File: src/design/vsavp_pkg.sv
// shared types, constants and the control program of the axis velocity profiler
// no dependencies; every design module imports this package
package vsavp_pkg;

  // field and datapath widths
  localparam int ErrW     = 20;
  localparam int NearW    = 19;
  localparam int ValW     = 32;
  localparam int FracW    = 32;
  localparam int ProdW    = 2 * ValW;
  localparam int StepW    = 33;
  localparam int DataW    = 32;
  localparam int AddrW    = 5;
  localparam int PcW      = 5;
  localparam int CntW     = 5;
  localparam int DivSteps = ValW;

  // register indexes on the config port
  localparam logic [2:0] RegSpeedLimit  = 3'd0;
  localparam logic [2:0] RegAccelLimit  = 3'd1;
  localparam logic [2:0] RegSpeedFloor  = 3'd2;
  localparam logic [2:0] RegSettleSpeed = 3'd3;
  localparam logic [2:0] RegNearError   = 3'd4;
  localparam logic [2:0] RegFullScale   = 3'd5;
  localparam logic [2:0] RegStepTime    = 3'd6;

  // register reset values
  localparam logic [ValW-1:0]        RstSpeedLimit  = 32'd214748365;
  localparam logic [ValW-1:0]        RstAccelLimit  = 32'd257698038;
  localparam logic [ValW-1:0]        RstSpeedFloor  = 32'd6442451;
  localparam logic [ValW-1:0]        RstSettleSpeed = 32'd6442451;
  localparam logic [NearW-1:0]       RstNearError   = 19'd25;
  localparam logic signed [ErrW-1:0] RstFullScale   = 20'sd300;
  localparam logic [ValW-1:0]        RstStepTime    = 32'd214748365;

  // program labels
  localparam logic [PcW-1:0] PcDivStep = 5'd4;
  localparam logic [PcW-1:0] PcHold    = 5'd16;
  localparam logic [PcW-1:0] PcSettled = 5'd17;

  // multiplier operand selection
  typedef enum logic [2:0] {
    MUL_NONE,
    MUL_SL_EMAG,
    MUL_ACC_T,
    MUL_AT_T,
    MUL_CS_T
  } mul_sel_t;

  // datapath operation of one step
  typedef enum logic [3:0] {
    OP_NOP,
    OP_DIV_LOAD,
    OP_DIV_STEP,
    OP_VACT_SEL,
    OP_VACT_FLOOR,
    OP_VACT_CLAMP,
    OP_LD_AT,
    OP_FLAGS,
    OP_LD_AT2H,
    OP_LD_VT,
    OP_DECIDE,
    OP_APPLY1,
    OP_APPLY2,
    OP_EMIT,
    OP_EMIT_HOLD,
    OP_EMIT_SETTLED
  } op_t;

  // branch condition of one step
  typedef enum logic [2:0] {
    BR_NONE,
    BR_NOT_OK,
    BR_SETTLE,
    BR_LOOP,
    BR_END
  } br_t;

  typedef struct packed {
    mul_sel_t       mul;
    op_t            op;
    br_t            br;
    logic [PcW-1:0] target;
  } ctl_t;

  // status from datapath to sequencer
  typedef struct packed {
    logic not_ok;
    logic settle;
  } flags_t;

  typedef struct packed {
    logic [ValW-1:0]        speed_limit;
    logic [ValW-1:0]        accel_limit;
    logic [ValW-1:0]        speed_floor;
    logic [ValW-1:0]        settle_speed;
    logic [NearW-1:0]       near_error;
    logic signed [ErrW-1:0] full_scale_error;
    logic [ValW-1:0]        step_time;
  } cfg_t;

  typedef struct packed {
    logic signed [StepW-1:0] position_step;
    logic [ValW-1:0]         speed;
    logic                    settled;
    logic                    target_reached;
  } res_t;

  localparam ctl_t CtlIdle = '{mul: MUL_NONE, op: OP_NOP, br: BR_NONE, target: '0};

  // control store: one word per step
  function automatic ctl_t prog_word(input logic [PcW-1:0] pc);
    ctl_t w;
    w = CtlIdle;
    unique case (pc)
      5'd0:  w = '{mul: MUL_NONE,    op: OP_NOP,          br: BR_NOT_OK, target: PcHold};
      5'd1:  w = '{mul: MUL_NONE,    op: OP_NOP,          br: BR_SETTLE, target: PcSettled};
      5'd2:  w = '{mul: MUL_SL_EMAG, op: OP_NOP,          br: BR_NONE,   target: '0};
      5'd3:  w = '{mul: MUL_NONE,    op: OP_DIV_LOAD,     br: BR_NONE,   target: '0};
      5'd4:  w = '{mul: MUL_NONE,    op: OP_DIV_STEP,     br: BR_LOOP,   target: PcDivStep};
      5'd5:  w = '{mul: MUL_NONE,    op: OP_VACT_SEL,     br: BR_NONE,   target: '0};
      5'd6:  w = '{mul: MUL_NONE,    op: OP_VACT_FLOOR,   br: BR_NONE,   target: '0};
      5'd7:  w = '{mul: MUL_ACC_T,   op: OP_VACT_CLAMP,   br: BR_NONE,   target: '0};
      5'd8:  w = '{mul: MUL_NONE,    op: OP_LD_AT,        br: BR_NONE,   target: '0};
      5'd9:  w = '{mul: MUL_AT_T,    op: OP_FLAGS,        br: BR_NONE,   target: '0};
      5'd10: w = '{mul: MUL_CS_T,    op: OP_LD_AT2H,      br: BR_NONE,   target: '0};
      5'd11: w = '{mul: MUL_NONE,    op: OP_LD_VT,        br: BR_NONE,   target: '0};
      5'd12: w = '{mul: MUL_NONE,    op: OP_DECIDE,       br: BR_NONE,   target: '0};
      5'd13: w = '{mul: MUL_NONE,    op: OP_APPLY1,       br: BR_NONE,   target: '0};
      5'd14: w = '{mul: MUL_NONE,    op: OP_APPLY2,       br: BR_NONE,   target: '0};
      5'd15: w = '{mul: MUL_NONE,    op: OP_EMIT,         br: BR_END,    target: '0};
      5'd16: w = '{mul: MUL_NONE,    op: OP_EMIT_HOLD,    br: BR_END,    target: '0};
      5'd17: w = '{mul: MUL_NONE,    op: OP_EMIT_SETTLED, br: BR_END,    target: '0};
      default: w = '{mul: MUL_NONE,  op: OP_NOP,          br: BR_END,    target: '0};
    endcase
    return w;
  endfunction

endpackage

File: src/design/vsavp_div.sv
// restoring divider, one quotient bit per step, for the proportional speed limit
// depends on vsavp_pkg; quotient is valid when the high dividend part is below the divisor
module vsavp_div
  import vsavp_pkg::*;
(
  input  logic            clk,
  input  logic            load,
  input  logic            step,
  input  logic [ErrW-1:0] dvd_hi,
  input  logic [ValW-1:0] dvd_lo,
  input  logic [ErrW-1:0] divisor,
  output logic [ValW-1:0] quot
);

  logic [ErrW-1:0] rem_r;
  logic [ValW-1:0] dq_r;
  logic [ErrW:0]   trial;
  logic [ErrW:0]   diff;
  logic            fits;

  // shift one dividend bit into the remainder and try the subtract
  always_comb begin
    trial = {rem_r, dq_r[ValW-1]};
    diff  = trial - {1'b0, divisor};
    fits  = trial >= {1'b0, divisor};
  end

  // remainder and dividend/quotient shift register
  always_ff @(posedge clk) begin
    if (load) begin
      rem_r <= dvd_hi;
      dq_r  <= dvd_lo;
    end else if (step) begin
      rem_r <= fits ? diff[ErrW-1:0] : trial[ErrW-1:0];
      dq_r  <= {dq_r[ValW-2:0], fits};
    end
  end

  assign quot = dq_r;

endmodule

File: src/design/vsavp_seq.sv
// microcode sequencer: step counter, loop counter and conditional jumps
// depends on vsavp_pkg for the control word type and the program table
module vsavp_seq
  import vsavp_pkg::*;
(
  input  logic   clk,
  input  logic   rst_n,
  input  logic   start,
  input  flags_t flags,
  input  logic   out_free,
  output logic   busy,
  output ctl_t   ctl
);

  typedef enum logic {
    SEQ_IDLE,
    SEQ_RUN
  } seq_state_t;

  seq_state_t      state_r, state_nxt;
  logic [PcW-1:0]  pc_r, pc_nxt;
  logic [CntW-1:0] cnt_r, cnt_nxt;
  ctl_t            word;
  logic            is_emit;
  logic            fire;

  // fetch and stall an emit while the output word is still held
  always_comb begin
    word    = prog_word(pc_r);
    is_emit = (word.op == OP_EMIT) || (word.op == OP_EMIT_HOLD) ||
              (word.op == OP_EMIT_SETTLED);
    fire    = (state_r == SEQ_RUN) && !(is_emit && !out_free);
  end

  // next step
  always_comb begin
    state_nxt = state_r;
    pc_nxt    = pc_r;
    cnt_nxt   = cnt_r;
    unique case (state_r)
      SEQ_IDLE: begin
        if (start) begin
          state_nxt = SEQ_RUN;
          pc_nxt    = '0;
        end
      end
      SEQ_RUN: begin
        if (fire) begin
          if (word.op == OP_DIV_LOAD) begin
            cnt_nxt = CntW'(DivSteps - 1);
          end
          pc_nxt = pc_r + PcW'(1);
          unique case (word.br)
            BR_NONE: ;
            BR_NOT_OK: begin
              if (flags.not_ok) pc_nxt = word.target;
            end
            BR_SETTLE: begin
              if (flags.settle) pc_nxt = word.target;
            end
            BR_LOOP: begin
              if (cnt_r != '0) begin
                pc_nxt  = word.target;
                cnt_nxt = cnt_r - CntW'(1);
              end
            end
            BR_END: state_nxt = SEQ_IDLE;
            default: state_nxt = SEQ_IDLE;
          endcase
        end
      end
      default: state_nxt = SEQ_IDLE;
    endcase
  end

  always_ff @(posedge clk) begin
    if (!rst_n) begin
      state_r <= SEQ_IDLE;
      pc_r    <= '0;
      cnt_r   <= '0;
    end else begin
      state_r <= state_nxt;
      pc_r    <= pc_nxt;
      cnt_r   <= cnt_nxt;
    end
  end

  assign busy = (state_r == SEQ_RUN);
  assign ctl  = fire ? word : CtlIdle;

endmodule

File: src/design/vsavp_dp.sv
// datapath of the axis profiler: shared multiplier, divider, speed limit and motion update
// depends on vsavp_pkg, vsavp_div; one control word per cycle from vsavp_seq, bar stalls
module vsavp_dp
  import vsavp_pkg::*;
(
  input  logic                   clk,
  input  logic                   rst_n,
  input  logic                   load,
  input  logic signed [ErrW-1:0] in_error,
  input  logic                   in_tracking,
  input  logic                   in_report_ok,
  input  cfg_t                   cfg,
  input  ctl_t                   ctl,
  output flags_t                 flags,
  output logic                   res_load,
  output res_t                   res
);

  typedef enum logic [1:0] {
    MODE_COAST,
    MODE_ACCEL,
    MODE_BRAKE
  } mode_t;

  // item word
  logic [ErrW-1:0] emag_r;
  logic            eneg_r, trk_r, ok_r;
  // axis state
  logic [ValW-1:0] cs_r;
  logic            dir_r, reached_r;
  // working registers
  logic [ProdW-1:0] prod_r;
  logic [ValW-1:0]  vact_r, at_r, at2h_r, vt_r, smag_r;
  logic [ValW:0]    sum_r, tmp_r;
  logic             change_r;
  mode_t            mode_r;

  logic [ErrW-1:0]  err_u, emag_in, fs_u, fs_mag;
  logic [ValW-1:0]  mul_a, mul_b, quot, sum_sat;
  logic [ErrW+1:0]  emag5;
  logic             cs_zero, accel_c, brake_c;

  // magnitudes of the input error and of the full scale error
  always_comb begin
    err_u   = in_error;
    emag_in = err_u[ErrW-1] ? (~err_u + ErrW'(1)) : err_u;
    fs_u    = cfg.full_scale_error;
    fs_mag  = fs_u[ErrW-1] ? (~fs_u + ErrW'(1)) : fs_u;
  end

  // settling test and report check for the sequencer
  always_comb begin
    emag5        = ({2'b00, emag_r} << 2) + {2'b00, emag_r};
    flags.not_ok = !ok_r;
    flags.settle = ok_r && trk_r && reached_r && (cs_r <= cfg.settle_speed) &&
                   (emag5 < {3'b000, cfg.near_error});
  end

  // multiplier operands
  always_comb begin
    unique case (ctl.mul)
      MUL_SL_EMAG: begin mul_a = cfg.speed_limit; mul_b = ValW'(emag_r);   end
      MUL_ACC_T:   begin mul_a = cfg.accel_limit; mul_b = cfg.step_time;   end
      MUL_AT_T:    begin mul_a = at_r;            mul_b = cfg.step_time;   end
      MUL_CS_T:    begin mul_a = cs_r;            mul_b = cfg.step_time;   end
      default:     begin mul_a = '0;              mul_b = '0;              end
    endcase
  end

  // motion mode decision
  always_comb begin
    cs_zero = (cs_r == '0);
    accel_c = trk_r && (cs_zero || ((cs_r < cfg.speed_limit) && !change_r && !reached_r));
    brake_c = !cs_zero && (change_r || reached_r || !trk_r || (cs_r > vact_r));
    sum_sat = sum_r[ValW] ? '1 : sum_r[ValW-1:0];
  end

  vsavp_div u_div (
    .clk     (clk),
    .load    (ctl.op == OP_DIV_LOAD),
    .step    (ctl.op == OP_DIV_STEP),
    .dvd_hi  (prod_r[ValW +: ErrW]),
    .dvd_lo  (prod_r[ValW-1:0]),
    .divisor (fs_mag),
    .quot    (quot)
  );

  // item capture
  always_ff @(posedge clk) begin
    if (load) begin
      emag_r <= emag_in;
      eneg_r <= in_error[ErrW-1];
      trk_r  <= in_tracking;
      ok_r   <= in_report_ok;
    end
  end

  // shared multiplier, product registered
  always_ff @(posedge clk) begin
    if (ctl.mul != MUL_NONE) begin
      prod_r <= {{ValW{1'b0}}, mul_a} * {{ValW{1'b0}}, mul_b};
    end
  end

  // working registers
  always_ff @(posedge clk) begin
    unique case (ctl.op)
      OP_VACT_SEL:   vact_r <= (emag_r >= fs_mag) ? cfg.speed_limit : quot;
      OP_VACT_FLOOR: if (vact_r < cfg.speed_floor) vact_r <= cfg.speed_floor;
      OP_VACT_CLAMP: if (vact_r > cfg.speed_limit) vact_r <= cfg.speed_limit;
      OP_LD_AT:      at_r <= prod_r[FracW +: ValW];
      OP_FLAGS:      change_r <= (emag_r == '0) || (eneg_r != dir_r);
      OP_LD_AT2H:    at2h_r <= {1'b0, prod_r[FracW+1 +: ValW-1]};
      OP_LD_VT:      vt_r <= prod_r[FracW +: ValW];
      OP_DECIDE: begin
        sum_r <= {1'b0, at2h_r} + {1'b0, vt_r};
        priority if (accel_c) mode_r <= MODE_ACCEL;
        else if (brake_c)     mode_r <= MODE_BRAKE;
        else                  mode_r <= MODE_COAST;
      end
      OP_APPLY1: begin
        // accelerate adds, brake subtracts with the borrow kept on top
        if (mode_r == MODE_ACCEL)      tmp_r <= {1'b0, cs_r} + {1'b0, at_r};
        else if (mode_r == MODE_BRAKE) tmp_r <= {1'b0, cs_r} - {1'b0, at_r};
      end
      OP_APPLY2: begin
        unique case (mode_r)
          MODE_ACCEL: smag_r <= sum_sat;
          MODE_BRAKE: smag_r <= tmp_r[ValW] ? '0 : sum_sat;
          MODE_COAST: smag_r <= vt_r;
          default:    smag_r <= vt_r;
        endcase
      end
      default: ;
    endcase
  end

  // axis state
  always_ff @(posedge clk) begin
    if (!rst_n) begin
      cs_r      <= '0;
      dir_r     <= 1'b0;
      reached_r <= 1'b0;
    end else begin
      unique case (ctl.op)
        OP_FLAGS: begin
          reached_r <= emag_r < {1'b0, cfg.near_error};
          if (((emag_r == '0) || (eneg_r != dir_r)) && cs_zero && (emag_r != '0)) begin
            dir_r <= eneg_r;
          end
        end
        OP_APPLY2: begin
          if (mode_r == MODE_ACCEL) begin
            cs_r <= (tmp_r > {1'b0, vact_r}) ? vact_r : tmp_r[ValW-1:0];
          end else if (mode_r == MODE_BRAKE) begin
            cs_r <= tmp_r[ValW] ? '0 : tmp_r[ValW-1:0];
          end
        end
        default: ;
      endcase
    end
  end

  // result word; a positive direction gives a negative step
  always_comb begin
    res_load = (ctl.op == OP_EMIT) || (ctl.op == OP_EMIT_HOLD) ||
               (ctl.op == OP_EMIT_SETTLED);
    res.speed          = cs_r;
    res.target_reached = reached_r;
    res.settled        = (ctl.op == OP_EMIT_SETTLED);
    if (ctl.op != OP_EMIT) begin
      res.position_step = '0;
    end else if ((smag_r != '0) && !dir_r) begin
      res.position_step = -$signed({1'b0, smag_r});
    end else begin
      res.position_step = $signed({1'b0, smag_r});
    end
  end

endmodule

File: src/design/visual_servo_axis_velocity_profiler.sv
// top level of one servo axis velocity profiler: config registers, handshakes, output word
// depends on vsavp_pkg, vsavp_seq, vsavp_dp
//
//   channel  ports                                    transfer
//   in       in_valid/in_stall, error/tracking/ok     word taken when valid and not stall
//   out      out_valid/out_stall, step/speed/flags    word taken when valid and not stall
//   cfg      psel/penable/pwrite/paddr/pwdata/prdata  write in access phase, pready high
//
// a full update runs from accept through the divider loop, one step per quotient bit, until
//   the sequencer is free again; invalid reports and settled axes skip the divider loop
// reset clears the axis state, the sequencer and the output valid; registers take defaults
// a stalled output holds the emit step; a new word is taken once the emit has been done
module visual_servo_axis_velocity_profiler
  import vsavp_pkg::*;
(
  input  logic                    clk,
  input  logic                    rst_n,
  // input channel
  input  logic                    in_valid,
  output logic                    in_stall,
  input  logic signed [ErrW-1:0]  in_error,
  input  logic                    in_tracking,
  input  logic                    in_report_ok,
  // result channel
  output logic                    out_valid,
  input  logic                    out_stall,
  output logic signed [StepW-1:0] out_position_step,
  output logic [ValW-1:0]         out_speed,
  output logic                    out_settled,
  output logic                    out_target_reached,
  // configuration port
  input  logic                    psel,
  input  logic                    penable,
  input  logic                    pwrite,
  input  logic [AddrW-1:0]        paddr,
  input  logic [DataW-1:0]        pwdata,
  output logic [DataW-1:0]        prdata,
  output logic                    pready
);

  cfg_t   cfg_r;
  logic   out_valid_r;
  res_t   res_r;
  logic   seq_busy, accept, out_free, res_load, cfg_wr;
  ctl_t   ctl;
  flags_t flags;
  res_t   res;

  assign pready   = 1'b1;
  assign cfg_wr   = psel && penable && pwrite && pready;
  assign in_stall = seq_busy;
  assign accept   = in_valid && !in_stall;
  assign out_free = !out_valid_r || !out_stall;

  // configuration registers
  always_ff @(posedge clk) begin
    if (!rst_n) begin
      cfg_r.speed_limit      <= RstSpeedLimit;
      cfg_r.accel_limit      <= RstAccelLimit;
      cfg_r.speed_floor      <= RstSpeedFloor;
      cfg_r.settle_speed     <= RstSettleSpeed;
      cfg_r.near_error       <= RstNearError;
      cfg_r.full_scale_error <= RstFullScale;
      cfg_r.step_time        <= RstStepTime;
    end else if (cfg_wr) begin
      unique case (paddr[4:2])
        RegSpeedLimit:  cfg_r.speed_limit      <= pwdata;
        RegAccelLimit:  cfg_r.accel_limit      <= pwdata;
        RegSpeedFloor:  cfg_r.speed_floor      <= pwdata;
        RegSettleSpeed: cfg_r.settle_speed     <= pwdata;
        RegNearError:   cfg_r.near_error       <= pwdata[NearW-1:0];
        RegFullScale:   cfg_r.full_scale_error <= $signed(pwdata[ErrW-1:0]);
        RegStepTime:    cfg_r.step_time        <= pwdata;
        default: ;
      endcase
    end
  end

  // register readback
  always_comb begin
    unique case (paddr[4:2])
      RegSpeedLimit:  prdata = cfg_r.speed_limit;
      RegAccelLimit:  prdata = cfg_r.accel_limit;
      RegSpeedFloor:  prdata = cfg_r.speed_floor;
      RegSettleSpeed: prdata = cfg_r.settle_speed;
      RegNearError:   prdata = {{(DataW-NearW){1'b0}}, cfg_r.near_error};
      RegFullScale:   prdata = {{(DataW-ErrW){cfg_r.full_scale_error[ErrW-1]}},
                                cfg_r.full_scale_error};
      RegStepTime:    prdata = cfg_r.step_time;
      default:        prdata = '0;
    endcase
  end

  vsavp_seq u_seq (
    .clk      (clk),
    .rst_n    (rst_n),
    .start    (accept),
    .flags    (flags),
    .out_free (out_free),
    .busy     (seq_busy),
    .ctl      (ctl)
  );

  vsavp_dp u_dp (
    .clk          (clk),
    .rst_n        (rst_n),
    .load         (accept),
    .in_error     (in_error),
    .in_tracking  (in_tracking),
    .in_report_ok (in_report_ok),
    .cfg          (cfg_r),
    .ctl          (ctl),
    .flags        (flags),
    .res_load     (res_load),
    .res          (res)
  );

  // output word register
  always_ff @(posedge clk) begin
    if (!rst_n) begin
      out_valid_r <= 1'b0;
    end else if (res_load) begin
      out_valid_r <= 1'b1;
    end else if (!out_stall) begin
      out_valid_r <= 1'b0;
    end
  end

  always_ff @(posedge clk) begin
    if (res_load) begin
      res_r <= res;
    end
  end

  assign out_valid          = out_valid_r;
  assign out_position_step  = res_r.position_step;
  assign out_speed          = res_r.speed;
  assign out_settled        = res_r.settled;
  assign out_target_reached = res_r.target_reached;

  // one word at a time through the sequencer
  a_one_at_a_time: assert property (@(posedge clk) disable iff (!rst_n)
    accept |=> in_stall)
    else $error("input word taken while the previous one is still in work");

  // a settled axis issues no motion and has reached its target
  a_settled_no_move: assert property (@(posedge clk) disable iff (!rst_n)
    out_valid && out_settled |-> (out_position_step == '0) && out_target_reached)
    else $error("settled result with a nonzero step or without reached flag");

  // an emit never overwrites a word that is still stalled
  a_emit_free: assert property (@(posedge clk) disable iff (!rst_n)
    res_load |-> seq_busy && !(out_valid_r && out_stall))
    else $error("result emitted over a stalled output word");

endmodule
File: config.mk
export PLATFORM = sky130hd
export DESIGN_NAME = visual_servo_axis_velocity_profiler
export DESIGN_NICKNAME = d
export VERILOG_FILES = /design/src/design/vsavp_pkg.sv /design/src/design/vsavp_div.sv /design/src/design/vsavp_seq.sv /design/src/design/vsavp_dp.sv /design/src/design/visual_servo_axis_velocity_profiler.sv
export SDC_FILE = /design/constraint.sdc
export NUM_CORES = 2
export LEC_CHECK = 0
export ABC_AREA = 1
export BUFFER_PORTS_ARGS = -buffer_cell sky130_fd_sc_hd__buf_2
export CAP_MARGIN = 5
export CORE_ASPECT_RATIO = 0.6
export CORE_MARGIN = 2
export CORE_UTILIZATION = 50
export CTS_CLUSTER_DIAMETER = 200
export CTS_CLUSTER_SIZE = 16
export DETAILED_ROUTE_END_ITERATION = 8
export PLACE_DENSITY_LB_ADDON = 0.1
export SLEW_MARGIN = 5
export SYNTH_ARGS = -nofsm -noshare
export SYNTH_HDL_FRONTEND = slang
export SYNTH_SLANG_ARGS = --single-unit
File: constraint.sdc
create_clock -name clk -period 23 [get_ports clk]
set_input_delay 1.15 -clock clk [delete_from_list [all_inputs] [get_ports clk]]
set_output_delay 1.15 -clock clk [all_outputs]
set_load 0.05 [all_outputs]
==> metrics.cfg <==
[outcome]
status = complete, no violations

[clock_network]
clkTransAtPathRegs_ps = 70
clock-root-buffer = clkbuf_16
insertion_delay_ps = 660
cts_setup_buffers = 0
clockBufferDepth = 3
cts.sinks = 692
postCtsHoldBufs = 0
cts_inserted_buffers = 49
htreeDepth = 2
ctsResizeCount = 0
cts_tree = done

[global_routing]
grt_usage_pct = 37.9
grt_max_degree = 99
antenna_found_initial = 16
grt_overflow_total = 0
grt_pass1_wl_um = 406000
grt_pass1_vias = 58600

[drt]
drc = 0
detail-route-antenna-nets = 0
wl_per_cell_um = 27.3
vias = 61800
drtPass1Iterations = 6
drtIter0Drc = 7610
vias_per_cell = 5.95
routed_wl_um = 283000

[pwr]
pwr-share-seq_pct = 50.7
leakagePower_uw = 0.0353
p_per_area_mw_per_mm2 = 35.7
intPower_uw = 1890
switchingPower_uw = 857
peakVddDrop_uv = 53.1
pwr-share-clk_pct = 32.3
p_sw_share_pct = 31.2
combPwrFrac_pct = 17.1

[sta]
period_minus_slack_ps = 12030
layout_worst_path_cycle_share_pct = 52.3
setup_viol = 0
slew_violations = 0
slew_headroom_pct = 8.75
rsz0062_at_grt = no
setup_tns_ps = 0
fmax_mhz = 83.1
worst_pin_slew_ps = 1370
skew_ps = 27.4
hold_viol = 0

[yosys]
synthArstFlopShare_pct = 0
ys.flop_type = edfxtp_1
synthesis.area_mm2 = 0.0723
ys_top_cells_by_count = 1,487 x inv_1, 1,359 x nand2_1, 912 x nor2_1
synth_most_common_cell = inv_1
synth_cell_types = 70
synth_edf_count = 434
synth-seq-cells = 692
ys_seq_area_share_pct = 25.2
yosys_warnings = 0
syn_nets = 9941
synth_top_area_share_pct = 24.9
synth.area.top_cells = fa_1 25%, edfxtp_1 18%, ha_1 11%
synth_cells = 8355
synth_area_per_cell_um2 = 8.65
yosysTopAreaCell = fa_1

[cells_and_area]
final_util_pct = 53.4
syn2layout_area_growth_pct = 6.44
finalNetCount = 9983
drive_gt1_share_pct = 6.21

[setup_path]
cp_data_required_time_ps = 23390
critical_path_buf_inv_count = 11
cp-end-kind = flip-flop
critical_path_class = input port to flip-flop
worst_path_most_repeated_cell = fa_1
start_kind = input port
arrival_ps = 12420
max_stage_delay_ps = 830
crit_family = adder cells
critical_path.max_fanout = 22
slowest_stage = inv_1

[die]
dieArea_mm2 = 0.148
core-area_mm2 = 0.144
die_x_um = 495
row_count = 108
ios = 168
start_util_pct = 50.2
die_y_um = 299

[worst_hold_path]
hold_path_class = flip-flop to flip-flop

[placed_design]
port_buffers = 164
gp_congestion = 1.00
post-dp-hpwl_um = 223000

[run]
maxCapViolations = 0

final timing paths:
check,startpoint,to,slack (ps),cells past startpoint
setup / recovery,out_stall,u_dp.prod_r[62]$_DFFE_PP_,10970,38
hold / removal,u_seq.cnt_r[4]$_SDFFE_PN0P_,u_seq.cnt_r[4]$_SDFFE_PN0P_,480,2
setup reg to reg,u_seq.word[9]$_DFF_P_,u_dp.prod_r[62]$_DFFE_PP_,11090,37
hold reg to reg,u_seq.cnt_r[4]$_SDFFE_PN0P_,u_seq.cnt_r[4]$_SDFFE_PN0P_,480,2
metal layers:
layer,GRT usage [%],vias up,wire length [µm]
met5,0,-,67
li1,-,27000,-
met2,47.1,3869,102000
met1,59.2,30500,126000
met4,8.25,10,7330
met3,16.6,403,47100
registers in the layout, summed over array words and instances (netlist names), 31 cells and up:
register,count
u_dp.tmp_r,33
u_dp.vt_r,32
u_dp.at_r,32
u_dp.u_div.quot,32
u_dp.at2h_r,31
u_dp.sum_r,33
u_dp.smag_r,32
cfg_r,199
out_speed,32
u_dp.cs_r,32
out_position_step,33
u_dp.prod_r,64
u_dp.vact_r,32
tightest hold or removal path: stages (launching register included):
cell and delay (ps):
dfxtp_1 330, a21oi_1 40, nor2_1 80
kinds of logic (layout without fill, tap and decap cells):
group	Yosys count	in the layout	synth area share (%)
AND/OR/NAND/NOR	2589	2589	14.4
other	1	11	0.00519
flip-flops	692	692	25.2
adder cells (fa/ha/maj)	1520	1520	35.6
AO/OA/AOI/OAI	1477	1477	12.2
XOR/XNOR	221	221	2.68
buffers and inverters	1855	1936	9.89
per-stage QoR:
stage / instance area [µm²] / worst slack [ps] / power [µW] / instances / hold slack [ps]
floorplan: 72300 / 14150 / 1690 / 8355 / 437
global placement: 75500 / 10870 / 1860 / 10300 / 454
detailed placement: 75500 / 10830 / 1870 / 10300 / 464
CTS: 76900 / 11430 / 2740 / 10400 / 486
global route: 76900 / 10810 / 2840 / 10400 / 511
finish: 77000 / 10970 / 2750 / 10400 / 481
power by group through the flow:
| stage | combinational [µW] | sequential [µW] | clock (µW) |
|---|---|---|---|
| finish | 469 | 1390 | 888 |
| global route | 507 | 1390 | 936 |
| CTS | 453 | 1390 | 894 |
| detailed placement | 451 | 1420 | 0 |
| global placement | 444 | 1420 | 0 |
| floorplan | 292 | 1400 | 0 |
layout by cell type, fill, tap and decap left out, types with 11 or more instances in the layout:
cell type and instances:
nor4_1 33, nand3_1 106, o22ai_1 53, o21ai_2 13
nand2_1 1358, a21boi_2 11, a31oi_1 81, inv_1 1483
o21bai_1 14, o21a_1 21, nand4_1 52, clkbuf_1 37
a221oi_1 47, xnor2_1 82, o21ai_1 41, dfxtp_1 258
a21o_1 15, a211oi_1 11, a21boi_1 17, o2111ai_1 23
nor2_2 24, xor2_1 139, buf_4 148, ha_1 620
o221ai_1 48, buf_2 163, clkbuf_16 49, edfxtp_1 434
nand2_2 11, nor2_1 891, inv_2 40, a21oi_1 519
nor3_1 64, o21ai_0 371, o211ai_1 145, fa_1 900
area by class of cell:
cell class | count | area [µm²]
inverter | 1534 | 5760
antenna | 10 | 25.0
timing repair buffer | 312 | 1940
tap | 1925 | 2410
fill | 13600 | 67100
sequential | 692 | 18200
clock buffer | 86 | 1370
clock inverter | 4 | 57.6
multi-input combinational | 5808 | 47200
Power figures use the tool's default switching activity.
